**src/assert_macros.svh**
```systemverilog
// Assertion helpers shared by the RTL. Clock is clk, reset is rst in every user.
`ifndef ASSERT_MACROS_SVH
`define ASSERT_MACROS_SVH

// Same-cycle implication check.
`define HRFB_CHECK(name, prop, msg) \
  name: assert property (@(posedge clk) disable iff (rst) prop) else $error(msg);

// Next-cycle check: cons must hold in the cycle after ante.
`define HRFB_CHECK_NEXT(name, ante, cons, msg) \
  name: assert property (@(posedge clk) disable iff (rst) (ante) |=> (cons)) \
    else $error(msg);

`endif

```
**src/hrfb_pkg.sv**
```systemverilog
// ----------------------------------------------------------------------------
// hrfb_pkg
// Types and constants shared by the request frame builder modules.
// ----------------------------------------------------------------------------
package hrfb_pkg;

  localparam int MAX_PREAMBLE = 20;
  localparam int PRE_W        = $clog2(MAX_PREAMBLE + 1);

  // configuration register indexes
  localparam int          CFG_IDX_W    = 2;
  localparam logic [1:0]  REG_PREAMBLE = 2'd0;
  localparam logic [1:0]  REG_LONG     = 2'd1;
  localparam logic [1:0]  REG_ADDR     = 2'd2;

  localparam logic [4:0]  PREAMBLE_RESET = 5'd5;

  localparam logic [7:0]  PREAMBLE_BYTE = 8'hFF;
  localparam logic [7:0]  DELIM_SHORT   = 8'h02;
  localparam logic [7:0]  DELIM_LONG    = 8'h82;
  localparam logic [7:0]  CSUM_HI_MASK  = 8'hF0;
  localparam logic [7:0]  CSUM_LO_MASK  = 8'h0F;

  // queue entry kinds
  localparam logic [1:0]  KIND_START = 2'd0;
  localparam logic [1:0]  KIND_DATA  = 2'd1;
  localparam logic [1:0]  KIND_ERROR = 2'd2;

  typedef struct packed {
    logic       mode;
    logic [7:0] command;
    logic [7:0] byte_count;
    logic [7:0] data_byte;
  } in_t;

  typedef struct packed {
    logic [7:0] frame_byte;
    logic       frame_end;
    logic       last_of_run;
    logic       error;
  } out_t;

  typedef struct packed {
    logic [PRE_W-1:0] preamble;
    logic             long_frame;
    logic [39:0]      address;
  } cfg_t;

  typedef struct packed {
    logic [1:0] kind;
    logic       closes;   // word ends the frame: checksum follows
    logic [7:0] command;
    logic [7:0] byte_count;
    logic [7:0] data_byte;
  } entry_t;

endpackage

```
**src/hrfb_fifo.sv**
```systemverilog
// ----------------------------------------------------------------------------
// hrfb_fifo
// Two-entry queue between the classifier and the frame sequencer.
// ----------------------------------------------------------------------------
module hrfb_fifo (
  input  logic            clk,
  input  logic            rst,
  input  logic            push,
  input  hrfb_pkg::entry_t push_entry,
  output logic            full,
  input  logic            pop,
  output hrfb_pkg::entry_t head,
  output logic            head_valid
);
  import hrfb_pkg::*;

  entry_t     slots [2];
  logic       wr_ptr;
  logic       rd_ptr;
  logic [1:0] count;

  assign full       = (count == 2'd2);
  assign head_valid = (count != 2'd0);
  assign head       = slots[rd_ptr];

  always_ff @(posedge clk) begin
    if (rst) begin
      wr_ptr <= 1'b0;
      rd_ptr <= 1'b0;
      count  <= 2'd0;
    end else begin
      if (push) wr_ptr <= ~wr_ptr;
      if (pop)  rd_ptr <= ~rd_ptr;
      case ({push, pop})
        2'b10:   count <= count + 2'd1;
        2'b01:   count <= count - 2'd1;
        default: count <= count;
      endcase
    end
  end

  always_ff @(posedge clk) begin
    if (push) slots[wr_ptr] <= push_entry;
  end

endmodule

```
**src/hrfb_front.sv**
```systemverilog
// ----------------------------------------------------------------------------
// hrfb_front
// Config registers and item classifier: tracks the open frame's remaining
// count and tags each word as start, data or error before queueing it.
// ----------------------------------------------------------------------------
module hrfb_front (
  input  logic                            clk,
  input  logic                            rst,
  input  logic                            cfg_valid,
  output logic                            cfg_ready,
  input  logic [hrfb_pkg::CFG_IDX_W-1:0]  cfg_index,
  input  logic [39:0]                     cfg_data,
  input  logic                            in_valid,
  output logic                            in_ready,
  input  hrfb_pkg::in_t                   in_data,
  output logic                            push,
  output hrfb_pkg::entry_t                push_entry,
  input  logic                            q_full,
  output hrfb_pkg::cfg_t                  cfg
);
  import hrfb_pkg::*;

  logic [4:0]  preamble_length;
  logic        long_frame;
  logic [39:0] device_address;
  logic [7:0]  bytes_remaining;
  logic [7:0]  bytes_remaining_next;

  assign cfg_ready = 1'b1;
  assign in_ready  = ~q_full;
  assign push      = in_valid & ~q_full;

  // saturate the preamble length
  always_comb begin
    if (int'(preamble_length) > MAX_PREAMBLE) cfg.preamble = PRE_W'(MAX_PREAMBLE);
    else                                      cfg.preamble = PRE_W'(preamble_length);
    cfg.long_frame = long_frame;
    cfg.address    = device_address;
  end

  always_comb begin
    push_entry.command    = in_data.command;
    push_entry.byte_count = in_data.byte_count;
    push_entry.data_byte  = in_data.data_byte;
    push_entry.kind       = KIND_START;
    push_entry.closes     = 1'b0;
    bytes_remaining_next  = bytes_remaining;
    if (!in_data.mode) begin
      push_entry.closes    = (in_data.byte_count == 8'd0);
      bytes_remaining_next = in_data.byte_count;
    end else if (bytes_remaining == 8'd0) begin
      // no open frame waiting for data
      push_entry.kind = KIND_ERROR;
    end else begin
      push_entry.kind      = KIND_DATA;
      push_entry.closes    = (bytes_remaining == 8'd1);
      bytes_remaining_next = bytes_remaining - 8'd1;
    end
  end

  always_ff @(posedge clk) begin
    if (rst) begin
      preamble_length <= PREAMBLE_RESET;
      long_frame      <= 1'b0;
      device_address  <= 40'd0;
      bytes_remaining <= 8'd0;
    end else begin
      if (cfg_valid) begin
        case (cfg_index)
          REG_PREAMBLE: preamble_length <= cfg_data[4:0];
          REG_LONG:     long_frame      <= cfg_data[0];
          REG_ADDR:     device_address  <= cfg_data;
          default:      ;
        endcase
      end
      if (push) bytes_remaining <= bytes_remaining_next;
    end
  end

endmodule

```
**src/hrfb_back.sv**
```systemverilog
// ----------------------------------------------------------------------------
// hrfb_back
// Frame sequencer: a start entry gives preamble, delimiter, address, command
// and count, a data entry its byte, each then the checksum if it closes.
// ----------------------------------------------------------------------------
`include "assert_macros.svh"

module hrfb_back (
  input  logic             clk,
  input  logic             rst,
  input  hrfb_pkg::cfg_t   cfg,
  input  hrfb_pkg::entry_t head,
  input  logic             head_valid,
  output logic             pop,
  output logic             out_valid,
  input  logic             out_ready,
  output hrfb_pkg::out_t   out_data
);
  import hrfb_pkg::*;

  localparam logic [2:0] PH_HEAD  = 3'd0;
  localparam logic [2:0] PH_PRE   = 3'd1;
  localparam logic [2:0] PH_DELIM = 3'd2;
  localparam logic [2:0] PH_ADDR  = 3'd3;
  localparam logic [2:0] PH_CMD   = 3'd4;
  localparam logic [2:0] PH_CNT   = 3'd5;
  localparam logic [2:0] PH_CSUM  = 3'd6;

  logic [2:0]       phase, phase_next;
  logic [PRE_W-1:0] pre_cnt, pre_cnt_next;
  logic [2:0]       addr_idx, addr_idx_next;
  logic [7:0]       checksum, checksum_next;
  logic             step;
  logic             emit;
  out_t             word;
  logic [7:0]       addr_byte;

  assign step = head_valid & (~out_valid | out_ready);

  always_comb begin
    case (addr_idx)
      3'd0:    addr_byte = cfg.address[39:32];
      3'd1:    addr_byte = cfg.address[31:24];
      3'd2:    addr_byte = cfg.address[23:16];
      3'd3:    addr_byte = cfg.address[15:8];
      default: addr_byte = cfg.address[7:0];
    endcase
  end

  always_comb begin
    phase_next    = phase;
    pre_cnt_next  = pre_cnt;
    addr_idx_next = addr_idx;
    checksum_next = checksum;
    emit          = 1'b0;
    pop           = 1'b0;
    word          = '0;
    if (step) begin
      case (phase)
        PH_HEAD: begin
          case (head.kind)
            KIND_START: begin
              // setup step, no byte out
              checksum_next = 8'd0;
              pre_cnt_next  = '0;
              addr_idx_next = 3'd0;
              phase_next    = (cfg.preamble == '0) ? PH_DELIM : PH_PRE;
            end
            KIND_DATA: begin
              emit            = 1'b1;
              word.frame_byte = head.data_byte;
              checksum_next   = checksum ^ head.data_byte;
              if (head.closes) begin
                phase_next = PH_CSUM;
              end else begin
                word.last_of_run = 1'b1;
                pop              = 1'b1;
              end
            end
            default: begin
              emit             = 1'b1;
              word.error       = 1'b1;
              word.last_of_run = 1'b1;
              pop              = 1'b1;
            end
          endcase
        end
        PH_PRE: begin
          emit            = 1'b1;
          word.frame_byte = PREAMBLE_BYTE;
          pre_cnt_next    = pre_cnt + PRE_W'(1);
          if (pre_cnt == cfg.preamble - PRE_W'(1)) phase_next = PH_DELIM;
        end
        PH_DELIM: begin
          emit            = 1'b1;
          word.frame_byte = cfg.long_frame ? DELIM_LONG : DELIM_SHORT;
          checksum_next   = checksum ^ word.frame_byte;
          phase_next      = PH_ADDR;
        end
        PH_ADDR: begin
          emit            = 1'b1;
          word.frame_byte = addr_byte;
          checksum_next   = checksum ^ addr_byte;
          addr_idx_next   = addr_idx + 3'd1;
          if (!cfg.long_frame || addr_idx == 3'd4) phase_next = PH_CMD;
        end
        PH_CMD: begin
          emit            = 1'b1;
          word.frame_byte = head.command;
          checksum_next   = checksum ^ head.command;
          phase_next      = PH_CNT;
        end
        PH_CNT: begin
          emit            = 1'b1;
          word.frame_byte = head.byte_count;
          checksum_next   = checksum ^ head.byte_count;
          if (head.closes) begin
            phase_next = PH_CSUM;
          end else begin
            word.last_of_run = 1'b1;
            pop              = 1'b1;
            phase_next       = PH_HEAD;
          end
        end
        PH_CSUM: begin
          emit             = 1'b1;
          word.frame_byte  = (checksum & CSUM_HI_MASK) | (checksum & CSUM_LO_MASK);
          word.frame_end   = 1'b1;
          word.last_of_run = 1'b1;
          checksum_next    = 8'd0;
          pop              = 1'b1;
          phase_next       = PH_HEAD;
        end
        default: begin
          phase_next = PH_HEAD;
        end
      endcase
    end
  end

  always_ff @(posedge clk) begin
    if (rst) begin
      phase     <= PH_HEAD;
      checksum  <= 8'd0;
      out_valid <= 1'b0;
    end else begin
      phase    <= phase_next;
      checksum <= checksum_next;
      if (emit)           out_valid <= 1'b1;
      else if (out_ready) out_valid <= 1'b0;
    end
  end

  always_ff @(posedge clk) begin
    pre_cnt  <= pre_cnt_next;
    addr_idx <= addr_idx_next;
    if (emit) out_data <= word;
  end

  `HRFB_CHECK(a_end_is_last, (out_valid && out_data.frame_end) |-> out_data.last_of_run,
              "checksum word not marked last")
  `HRFB_CHECK(a_err_clean,
              (out_valid && out_data.error) |->
                (out_data.frame_byte == 8'd0 && !out_data.frame_end),
              "error word carries frame content")
  `HRFB_CHECK_NEXT(a_pop_resets, pop, phase == PH_HEAD, "entry retired mid-sequence")
  `HRFB_CHECK(a_pop_needs_head, pop |-> (head_valid && emit), "pop without an emitted word")

endmodule

```
**src/hart_request_frame_builder.sv**
```systemverilog
// ----------------------------------------------------------------------------
// hart_request_frame_builder
// Serialises a HART master request frame, one byte per output word.
//  - in (in_valid/in_ready/in_data): mode 0 starts a frame with command and
//    byte_count, mode 1 supplies one payload byte.
//  - out (out_valid/out_ready/out_data): one frame byte per word; frame_end
//    on the checksum, last_of_run on the last word of each input word. A
//    data word with no frame expecting data gives a zero byte with error.
//  - cfg: index 0 preamble length (capped at MAX_PREAMBLE), 1 long frame,
//    2 the 40-bit address. cfg_ready is always high; write only while idle.
//  - Sequence: a data word gives its byte, then the checksum when it closes
//    the frame. A start takes a setup step, then emits in order: preamble,
//    delimiter, address (1 or 5 bytes), command, count and, for a zero count,
//    the checksum. A two-entry queue lets input flow while a header drains.
//  - Reset (rst, synchronous): preamble 5, short frame, address 0, no frame
//    open, queue and output empty.
//  - A stalled receiver holds the output word; the queue fills and in_ready
//    drops.
// ----------------------------------------------------------------------------
module hart_request_frame_builder (
  input  logic                           clk,
  input  logic                           rst,
  input  logic                           cfg_valid,
  output logic                           cfg_ready,
  input  logic [hrfb_pkg::CFG_IDX_W-1:0] cfg_index,
  input  logic [39:0]                    cfg_data,
  input  logic                           in_valid,
  output logic                           in_ready,
  input  hrfb_pkg::in_t                  in_data,
  output logic                           out_valid,
  input  logic                           out_ready,
  output hrfb_pkg::out_t                 out_data
);
  import hrfb_pkg::*;

  // classifier to queue
  logic   push;
  entry_t push_entry;
  logic   q_full;
  // queue to sequencer
  entry_t head;
  logic   head_valid;
  logic   pop;
  // saturated configuration seen by the sequencer
  cfg_t   cfg;

  hrfb_front u_front (
    .clk        (clk),
    .rst        (rst),
    .cfg_valid  (cfg_valid),
    .cfg_ready  (cfg_ready),
    .cfg_index  (cfg_index),
    .cfg_data   (cfg_data),
    .in_valid   (in_valid),
    .in_ready   (in_ready),
    .in_data    (in_data),
    .push       (push),
    .push_entry (push_entry),
    .q_full     (q_full),
    .cfg        (cfg)
  );

  hrfb_fifo u_fifo (
    .clk        (clk),
    .rst        (rst),
    .push       (push),
    .push_entry (push_entry),
    .full       (q_full),
    .pop        (pop),
    .head       (head),
    .head_valid (head_valid)
  );

  hrfb_back u_back (
    .clk        (clk),
    .rst        (rst),
    .cfg        (cfg),
    .head       (head),
    .head_valid (head_valid),
    .pop        (pop),
    .out_valid  (out_valid),
    .out_ready  (out_ready),
    .out_data   (out_data)
  );

endmodule
```
**config.mk**
```make
export PLATFORM = sky130hd
export DESIGN_NAME = hart_request_frame_builder
export DESIGN_NICKNAME = d
export VERILOG_FILES = /design/src/hrfb_pkg.sv /design/src/hrfb_fifo.sv /design/src/hrfb_front.sv /design/src/hrfb_back.sv /design/src/hart_request_frame_builder.sv
export VERILOG_INCLUDE_DIRS = /design/src /design/src/src
export SDC_FILE = /design/constraint.sdc
export NUM_CORES = 1
export LEC_CHECK = 0
export BUFFER_PORTS_ARGS = -buffer_cell sky130_fd_sc_hd__buf_2
export CORE_MARGIN = 1
export CORE_UTILIZATION = 58
export DETAILED_ROUTE_END_ITERATION = 16
export PLACE_DENSITY = 0.8
export SKIP_CTS_REPAIR_TIMING = 1
export SLEW_MARGIN = 10
export SYNTH_ARGS = -nofsm -noshare
export SYNTH_HDL_FRONTEND = slang
export SYNTH_SLANG_ARGS = --single-unit
```
**constraint.sdc**
```tcl
create_clock -name clk -period 3.03 [get_ports clk]
set_input_delay 0.4545 -clock clk [delete_from_list [all_inputs] [get_ports clk]]
set_output_delay 0.4545 -clock clk [all_outputs]
set_load 0.02 [all_outputs]
```
# --- Yosys cells after proc, flatten, opt, wreduce, memory -nomap -nowiden ---
# Memories as Yosys holds them, arrays and structs flattened. A register that Yosys moved wholly into a read port is not among the register bits.
# Cells that the tools add are included.
classes:
  n_addsub: 6
  order_cmp: 1
  n_eq_ne: 24
  mux: 40
  bitwise_logic: 13
  reduce_logical: 26
ops:
  columns: ["cell", "count"]
  rows:
  - ["8-bit one-hot mux with 7 select lines", 1]
  - ["8-bit one-hot mux with 6 select lines", 1]
  - ["8-bit XOR", 5]
  - ["8-bit two-way mux", 4]
  - ["8-bit one-hot mux with 4 select lines", 1]
  - ["3-bit one-hot mux with 6 select lines", 1]
  - ["8-bit logical NOT", 2]
  - ["8-bit one-hot mux with 2 select lines", 1]
  - ["3-bit two-way mux", 5]
  - ["1-bit two-way mux", 14]
  - ["3-bit by 2-bit equality test with 1-bit output, second input constant", 4]
  - ["3-bit equality test, second input constant", 4]
  - ["3-bit one-hot mux with 2 select lines", 2]
  - ["5-bit two-way mux", 2]
  - ["5-bit one-hot mux with 2 select lines", 1]
  - ["2-bit AND reduction", 5]
  - ["2-bit nonzero test", 5]
  - ["3-bit AND reduction", 3]
  - ["8-bit by 1-bit equality test with 1-bit output, second input constant", 1]
  - ["8-bit by 4-bit OR with 8-bit output", 1]
  - ["8-bit by 1-bit subtractor with 8-bit output, second input constant", 1]
  - ["2-bit by 1-bit equality test with 1-bit output, second input constant", 3]
  - ["2-bit equality test, second input constant", 3]
  - ["3-bit by 1-bit equality test with 1-bit output, second input constant", 2]
  - ["other kinds (26)", 38]
word_totals:
  register_bits: 89
  ramBits: 54
  inputBits: 72
  out_inout_bits: 14
  elab_cells: 127
  memories: 1
memory_table:
  columns: ["name", "depth", "word_bits", "read_ports", "rd_ports_with_merged_regs", "wr", "line_no", "text"]
  rows:
  - ["u_fifo.slots", 2, 27, 1, 1, 1, "hrfb_fifo.sv:17", "entry_t slots [2];"]

# --- Longest topological paths before layout ---
# Gate-level depths: netlist of the first run.
logic_depth:
  depth_word: 6
  ltp_mapped: 10
  depth_no_buf: 8

# --- Cells and area by module ---
# A second synthesis of the first run with hierarchy kept.
hier_totals:
  hier_cells: 695
  area_unflattened_um2: 7063.0
by_module_without_submodules:
  columns: ["module", "instances", "cells_per_inst", "area_per_inst_um2", "seq_area_each_um2"]
  rows:
  - ["hrfb_back", 1, 279, 2467.4, 810.8]
  - ["hrfb_front", 1, 310, 2444.8, 1081.0]
  - ["hrfb_fifo", 1, 106, 2150.8, 1721.7]

# --- Worst setup path after synthesis of the first run ---
# OpenSTA, ideal clock, no wires.
synth_timing:
  path_type: "register to register"
  startpoint: "register u_fifo.count[0]"
  endpoint: "memory u_fifo.slots[0][0] (netlist name), enable pin"
  arrival_ns: 1.980
  t_required_ns: 2.619
  path_slack_ns: 0.639
  path_stages_with_launch: 4
  path_buffers: 0
  cell_sequence: "dfxtp_1 -> nand2b_1 -> nand2_1 -> nor2_1"
synth_between:
  elab_chain_len: 5
synth_lines:
  columns: ["item", "line_no", "text"]
  rows:
  - ["start: declaration", "hrfb_fifo.sv:20", "logic [1:0] count;"]
  - ["start signal: assignment", "hrfb_fifo.sv:35", "2'b10: count <= count + 2'd1;"]
  - ["start signal: assignment", "hrfb_fifo.sv:36", "2'b01: count <= count - 2'd1;"]
  - ["start signal: assignment", "hrfb_fifo.sv:37", "default: count <= count;"]
  - ["2-bit equality test", "hrfb_fifo.sv:22", "assign full = (count == 2'd2);"]
  - ["1-bit inverter", null, null]
  - ["net in_ready", "hart_request_frame_builder.sv:28", "output logic in_ready,"]
  - ["1-bit bitwise AND", "hrfb_front.sv:31", "assign push = in_valid & ~q_full;"]
  - ["1-bit two-way mux", "hrfb_fifo.sv:43", "if (push) slots[wr_ptr] <= push_entry;"]
  - ["1-bit two-way mux (not written as such)", "hrfb_fifo.sv:43", null]
  - ["end: declaration", "hrfb_fifo.sv:17", null]
# The timed path passes the listed nets, and every way through them passes these cells.

# --- Final worst setup path of the first run ---
layout_timing:
  startpoint: "register u_back.addr_idx[2]"
  endpoint: "register u_back.checksum[0]"
layout_between:
  elab_chain_len: 4
layout_lines:
  columns: ["item", "line_no", "text"]
  rows:
  - ["start: declaration", "hrfb_back.sv:31", "logic [2:0] addr_idx, addr_idx_next;"]
  - ["start signal: assignment", "hrfb_back.sv:156", "addr_idx <= addr_idx_next;"]
  - ["3-bit by 2-bit equality test with 1-bit output (tied with other cells)", "hrfb_back.sv:41", "case (addr_idx)"]
  - ["8-bit one-hot mux with 4 select lines *", "hrfb_back.sv:41", null]
  - ["8-bit XOR *", "hrfb_back.sv:103", "checksum_next = checksum ^ addr_byte;"]
  - ["8-bit one-hot mux with 6 select lines *", "hrfb_back.sv:59", "case (phase)"]
  - ["end signal: assignment", "hrfb_back.sv:148", "checksum <= checksum_next;"]
  - ["end: declaration", "hrfb_back.sv:32", "logic [7:0] checksum, checksum_next;"]
# Mark *: on every way between the ends. The rest lies on a longest branch, timed or not.
# A chain may end at the register's enable or synchronous reset.

==> metrics.cfg, run 1 <==
[yosys]
syn-num-nets=734
yosysUniqueCellTypes=61
synth_edf_count=73
synth-main-ff-cell=edfxtp_1
synth-async-reset-ratio=0
synth_area_um2=6610
synth-seq-cells=144
synthTopCellsByArea=edfxtp_1, dfxtp_1, nand2_1
syn_avg_cell_area_um2=10.1
netlist_instances=652
synth_top_area_frac=0.332
synth_seq_area_share=0.547
netlist.top_cell.by_area=edfxtp_1
ys.warnings.count=0

[timing]
grt_setup_unrepaired=false
max-slew-margin-rel=0.392
final_hold_viol_count=0
maxSlewViolCount=0
setup_viol=0
fin_tns_setup_ns=0
fin_ws_ns=0.489
tightest_slew_ns=0.906
fin_skew_ns=0.00575
period_share=0.838
max_clock_freq_mhz=394
period_needed_ns=2.54

[clocking]
numClockSinks=144
cts.htree.levels=4
path_clk_slew_ns=0.06
cts-root-buf=clkbuf_16
numCtsBuffers=17
clk_latency_ns=0.43
ctsLongestPathBuffers=2
cts_tree=done

[setup_path]
rr_endpoint=u_back.checksum[0]$_SDFFE_PP0P_
crit_path_end_kind=flip-flop
path_max_fanout=11
r2r_start=u_back.addr_idx[2]$_SDFFCE_PN0P_
worstPathArrival_ns=2.87
cp.required_ns=3.36
rr_worst_depth=7
setup.worst_path.start=u_back.addr_idx[2]$_SDFFCE_PN0P_
r2r_slack_ns=0.49
critPathLaunchType=flip-flop
endpoint=u_back.checksum[0]$_SDFFE_PP0P_
crit_type=flip-flop to flip-flop

[placed_design]
place_ws_ns=0.524
dp.final_hpwl_um=10600
dp.cells=851
port_buffers=84
gp_congestion=0.922

[route]
totalWireLength_um=15500
ant_nets=0
drc_errors=0
firstDrtPassIters=7
avgViaCountPerCell=6.12
first_iter_violations=530
vias=5400
wl_per_cell_um=17.5

[final_layout]
fill_cells=783
area_delta_synth_final_pct=17.2
instances_no_fill=883
drive_gt1_frac=0.187
nets=812
final_cell_mix=nand2_1, buf_2, a21oi_1, edfxtp_1, dfxtp_1
antenna_cells=0
final_common_cell=nand2_1

[worst_hold_path]
hold_class=input port to flip-flop

[power]
clock_power_share=0.313
leakage_nw=2.86
powerDensity_nw_per_um2=872
pwr-share-comb=0.284
share_seq_of_total_power=0.403
switching_power_mw=2.25
peakVddDrop_mv=0.584
switching_share=0.333
intPower_mw=4.50

[grt]
grt_pass1_wl_um=24800
use_met2=0.480
antenna_found_initial=0
grt-ovfl-total=0
grt_pass1_vias=5187
grt-busiest-layer=met2
grt_max_degree=61
use_met1=0.336
grtUsageTotal=0.279
use_met3=0.0753

[floorplanning]
fp-row-count=38
initial_utilization=0.602
die_y_um=109
io_pins=86
die_area_um2=11800
fp.dieW_um=109
coreArea_um2=11000

[run]
maxCapViolCount=0

[status]
outcome=finished clean

-- cell families after synthesis --
family	Yosys count	synth area share
and+or+nand+nor	204	0.141
AOI/OAI and AO/OA	190	0.186
DFF	144	0.547
buffers and inverters	53	0.0326
muxes	37	0.0572
xor gates and xnor gates	13	0.0172
adders and majority gates	10	0.0189
other	1	0.000568
-- cell usage after synthesis, drive strengths merged (3+ instances only) --
cell type,n
a211oi,7
a21oi,78
a221oi,6
a222oi,7
a22oi,8
a2bb2oi,6
a31oi,5
and2,6
and3,4
buf,17
clkbuf,21
dfxtp,71
edfxtp,73
ha,10
inv,13
mux2,3
mux2i,34
nand2,111
nand2b,7
nand3,5
nand3b,7
nor2,34
nor2b,6
nor3,5
nor3b,4
o21a,12
o21ai,22
o22ai,13
o31ai,5
o32ai,7
or3,3
xnor2,7
xor2,6
-- power groups by stage --
stage | clock network (mW) | logic, mW | registers [mW]
after global routing | 2.22 | 2.10 | 2.76
after detailed placement | 0 | 1.89 | 2.75
after floorplan | 0 | 1.37 | 2.77
final | 2.12 | 1.92 | 2.72
after CTS | 2.14 | 1.90 | 2.71
after global placement | 0 | 1.85 | 2.73
-- worst max-delay path: stages (launching register included) --
cell and delay (ns):
edfxtp_1 0.54, clkinv_1 0.28, ha_1 0.38, a222oi_1 0.47
a2bb2oi_1 0.16, a21oi_1 0.31, a221oi_1 0.14, o32ai_1 0.15
-- worst min path at each step --
stage | startpoint | to | cells past startpoint
finish | in_data[21] | u_fifo.slots[1][21]$_DFFE_PP_ | 1
detailed placement | u_front.device_address[23]$_SDFFE_PP0P_ | u_front.device_address[23]$_SDFFE_PP0P_ | 2
global placement | u_front.device_address[30]$_SDFFE_PP0P_ | u_front.device_address[30]$_SDFFE_PP0P_ | 2
CTS | in_data[21] | u_fifo.slots[0][21]$_DFFE_PP_ | 1
floorplan | u_front.device_address[24]$_SDFFE_PP0P_ | u_front.device_address[24]$_SDFFE_PP0P_ | 2
global route | in_data[6] | u_fifo.slots[0][6]$_DFFE_PP_ | 1
-- stage by stage --
stage          hold slack, ns  power, mW  area [um2]  utilization
6_report                0.212       6.75        7740        0.705
5_1_grt                 0.198       7.08        7740        0.705
4_1_cts                 0.203       6.75        7740        0.705
3_5_place_dp            0.447       4.64        7140        0.650
3_3_place_gp            0.441       4.57        7140        0.650
2_1_floorplan           0.436       4.15        6610            -
-- area by class of cell --
| class | instances | area, um2 | share of cell area |
|---|---|---|---|
| flip-flops and latches | 144 | 3610 | 0.467 |
| repair buffers | 97 | 518 | 0.0669 |
| inverters | 15 | 56.3 | 0.00727 |
| well taps | 140 | 175 | 0.0226 |
| multi-input cells | 455 | 2780 | 0.359 |
| clock buffers | 21 | 475 | 0.0614 |
| clock inverters | 11 | 125 | 0.0162 |
-- flip-flops by register name, indices dropped and copies added (netlist names), named ones only --
| name | flops |
|---|---|
| u_fifo.slots | 54 |
| u_front.device_address | 40 |
| u_back.out_data | 11 |
| u_back.checksum | 8 |
| u_front.bytes_remaining | 8 |
| u_back.pre_cnt | 5 |
| u_front.preamble_length | 5 |
| u_back.addr_idx | 3 |
| u_back.phase | 3 |
| u_fifo.count | 2 |
| u_back.out_valid | 1 |
| u_fifo.rd_ptr | 1 |
| u_fifo.wr_ptr | 1 |
| u_front.long_frame | 1 |
-- per-layer routing --
metal	up-vias	share of wire
met3	30	0.064
met4	0	0.020
met2	232	0.49
li1	2557	-
met5	-	0
met1	2581	0.42
No activity file was read; power rests on OpenSTA's default activity.
==> run 2, diff against run 1 <==
--- a/config.mk
+++ b/config.mk
@@ -6,11 +6,12 @@
 export SDC_FILE = /design/constraint.sdc
 export NUM_CORES = 1
 export LEC_CHECK = 0
+export ABC_AREA = 1
 export BUFFER_PORTS_ARGS = -buffer_cell sky130_fd_sc_hd__buf_2
 export CORE_MARGIN = 1
-export CORE_UTILIZATION = 58
+export CORE_UTILIZATION = 52
 export DETAILED_ROUTE_END_ITERATION = 16
-export PLACE_DENSITY = 0.8
+export PLACE_DENSITY = 0.76
 export SKIP_CTS_REPAIR_TIMING = 1
 export SLEW_MARGIN = 10
 export SYNTH_ARGS = -nofsm -noshare
==> constraint.sdc (replaced) <==
create_clock -name clk -period 2.2 [get_ports clk]
set_input_delay 0.33 -clock clk [delete_from_list [all_inputs] [get_ports clk]]
set_output_delay 0.33 -clock clk [all_outputs]
set_load 0.02 [all_outputs]
==> run 2 against run 1 <==
Flip-flop and latch count unchanged. Clock skew up 0.0019 ns. Sequential power up 38%. Via count up 5.2%. Core utilization down 7.0 points. Hold slack worse by 0.12 ns. Routed wire length up 1.0%. Combinational power up 57%. Critical path depth up 1. Register-to-register slack worse by 0.32 ns.
==> metrics.cfg, run 2 <==
[route]
totalWireLength_um=15600  ; +1.0%
firstDrtPassIters=5  ; -2
drc_errors=0  ; unchanged
vias=5681  ; +5.2%
wl_per_cell_um=14.2  ; -19%
first_iter_violations=552  ; +4.2%
ant_nets=0  ; unchanged
avgViaCountPerCell=5.17  ; -15%

[power]
powerDensity_nw_per_um2=1160  ; +33%
p_total_mw=9.33  ; +38%
peakVddDrop_mv=0.819  ; +40%
leakage_nw=3.50  ; +22%

[grt]
grt_pass1_vias=5177  ; -0.19%
grtUsageTotal=0.247  ; -0.0321
grt-ovfl-total=0  ; unchanged
grt_max_degree=59  ; -3.3%
antenna_found_initial=0  ; unchanged
grt_pass1_wl_um=25100  ; +1.2%

[yosys]
synth_top_area_frac=0.322  ; -0.00928
netlist.top_cell.by_area=edfxtp_1
ys.warnings.count=0  ; unchanged
netlist_instances=822  ; +26%
syn-num-nets=904  ; +23%
synth_seq_area_share=0.532  ; -0.0153
synthTopCellsByArea=edfxtp_1, dfxtp_1, nand2_1
yosysUniqueCellTypes=41  ; -33%
synth-seq-cells=144  ; unchanged
synth_area_um2=6800  ; +2.9%
ys_top_cells_by_count=nand2_1, nor2_1, inv_1, o21ai_0, edfxtp_1
yosysMostFrequentCell=nand2_1
syn_avg_cell_area_um2=8.27  ; -18%
synth_edf_count=73  ; unchanged
synth-async-reset-ratio=0  ; unchanged
synth-main-ff-cell=edfxtp_1

[final_layout]
largest_register_ff_count=54  ; unchanged
area_delta_synth_final_pct=18.4
postLayoutCoreUtil=0.635  ; -0.0699
final_common_cell=nand2_1
regMostFlops=u_fifo.slots
drive_gt1_frac=0.177  ; -0.00997
fin_area_um2=8050  ; +3.9%
final_cell_mix=nand2_1, inv_1, buf_2, nor2_1, o21ai_0
nets=996  ; +23%
instances_no_fill=1098  ; +24%
antenna_cells=0  ; unchanged
largest_registers=u_fifo.slots: 54 flops, u_front.device_address: 40 flops, u_back.out_data: 11 flops

[timing]
max-slew-margin-rel=0.581  ; +0.190
maxSlewViolCount=0  ; unchanged
period_share=0.925  ; +0.0867
fin_skew_ns=0.00767  ; +0.00192 ns
setup_viol=0  ; unchanged
max_clock_freq_mhz=491  ; +25%
tightest_slew_ns=0.627  ; -0.278 ns
final_hold_viol_count=0  ; unchanged
period_needed_ns=2.04  ; -0.505 ns

[clocking]
ctsLongestPathBuffers=2  ; unchanged
numCtsBuffers=17  ; unchanged
cts_tree=done
clk_latency_ns=0.42  ; about the same
cts.htree.levels=4  ; unchanged
path_clk_slew_ns=0.06  ; about the same
numClockSinks=144  ; unchanged
cts-root-buf=clkbuf_16

[status]
outcome=finished clean

[run]
maxCapViolCount=0  ; unchanged

[floorplanning]
fp-row-count=41  ; +7.9%
fp.dieW_um=116  ; +7.0%
io_pins=86  ; unchanged
initial_utilization=0.536  ; -0.0651
die_y_um=116  ; +7.0%
die_area_um2=13500  ; +14%
coreArea_um2=12700  ; +15%

[setup_path]
path_max_fanout=6  ; -5
worstPathArrival_ns=2.20  ; -0.67 ns
critPathLaunchType=flip-flop
cp.required_ns=2.37  ; -0.99 ns
crit_type=flip-flop to flip-flop
r2r_slack_ns=0.16  ; -0.32 ns
crit_path_end_kind=flip-flop

[placed_design]
dp.cells=1067  ; +25%
port_buffers=84  ; unchanged
gp_congestion=0.874  ; -5.2%
dp.final_hpwl_um=10900  ; +2.2%
placed_cell_area_um2=7490  ; +4.9%

[worst_hold_path]
hold_class=input port to flip-flop

[run 2: worst paths after layout]
check | depth (start not counted) | endpoint | from
min reg2reg | 2 | u_front.device_address[16]$_SDFFE_PP0P_ | u_front.device_address[16]$_SDFFE_PP0P_
min | 1 | u_fifo.slots[0][23]$_DFFE_PP_ | in_data[23]
max reg2reg | 8 | u_back.out_data[6]$_SDFFCE_PN0P_ | u_back.addr_idx[0]$_SDFFCE_PN0P_
max | 8 | u_back.out_data[6]$_SDFFCE_PN0P_ | u_back.addr_idx[0]$_SDFFCE_PN0P_
[run 2: area by class of cell]
class / instances / area (um2)
Fill cell: 1079 / 4620
Sequential cell: 144 / 3620
Multi-Input combinational cell: 553 / 2730
Timing Repair Buffer: 104 / 608
Clock buffer: 17 / 425
Inverter: 94 / 353
Tap cell: 172 / 215
Clock inverter: 14 / 101
[run 2: kinds of logic (layout without fill, tap and decap cells)]
family / Yosys count / in the layout / share of synthesized area
adders and majority gates: 10 / 10 / 0.0184
buffers and inverters: 125 / 229 / 0.0718
AOI/OAI and AO/OA: 190 / 190 / 0.154
DFF: 144 / 144 / 0.532
and+or+nand+nor: 339 / 339 / 0.207
other: 1 / 1 / 0.000552
xor gates and xnor gates: 13 / 13 / 0.0167
[run 2: worst max-delay path, cell delays in order (launching register included)]
cell      delay, ns
edfxtp_1       0.43
ha_1           0.23
ha_1           0.26
nand2_1        0.09
nand3_1        0.07
o21ai_1        0.21
nand3_1        0.18
a211oi_1       0.25
nor2_1         0.06
[run 2: per-layer routing]
layer  up-vias  global-route usage  wire length, um
met5         -                   0                0
met1      2551               0.342             7150
met4         0              0.0923              233
li1       2924                   -                -
met3        18              0.0550              979
met2       188               0.381             7280
[run 2: per-stage QoR]
stage	TNS, ns	setup WS, ns	hold slack (ns)
2_1_floorplan	0	0.300	0.408
3_3_place_gp	0	0.234	0.438
3_5_place_dp	0	0.145	0.445
4_1_cts	0	0.0733	0.0798
5_1_grt	-0.0162	-0.0162	0.0884
6_report	0	0.165	0.0940
[run 2: power by group]
group          switching [mW]  internal (mW)  leakage, nW
Clock                    1.06           1.51        0.246
Sequential              0.304           3.44         1.27
Combinational            1.99           1.02         1.98
Total                    3.35           5.98         3.50
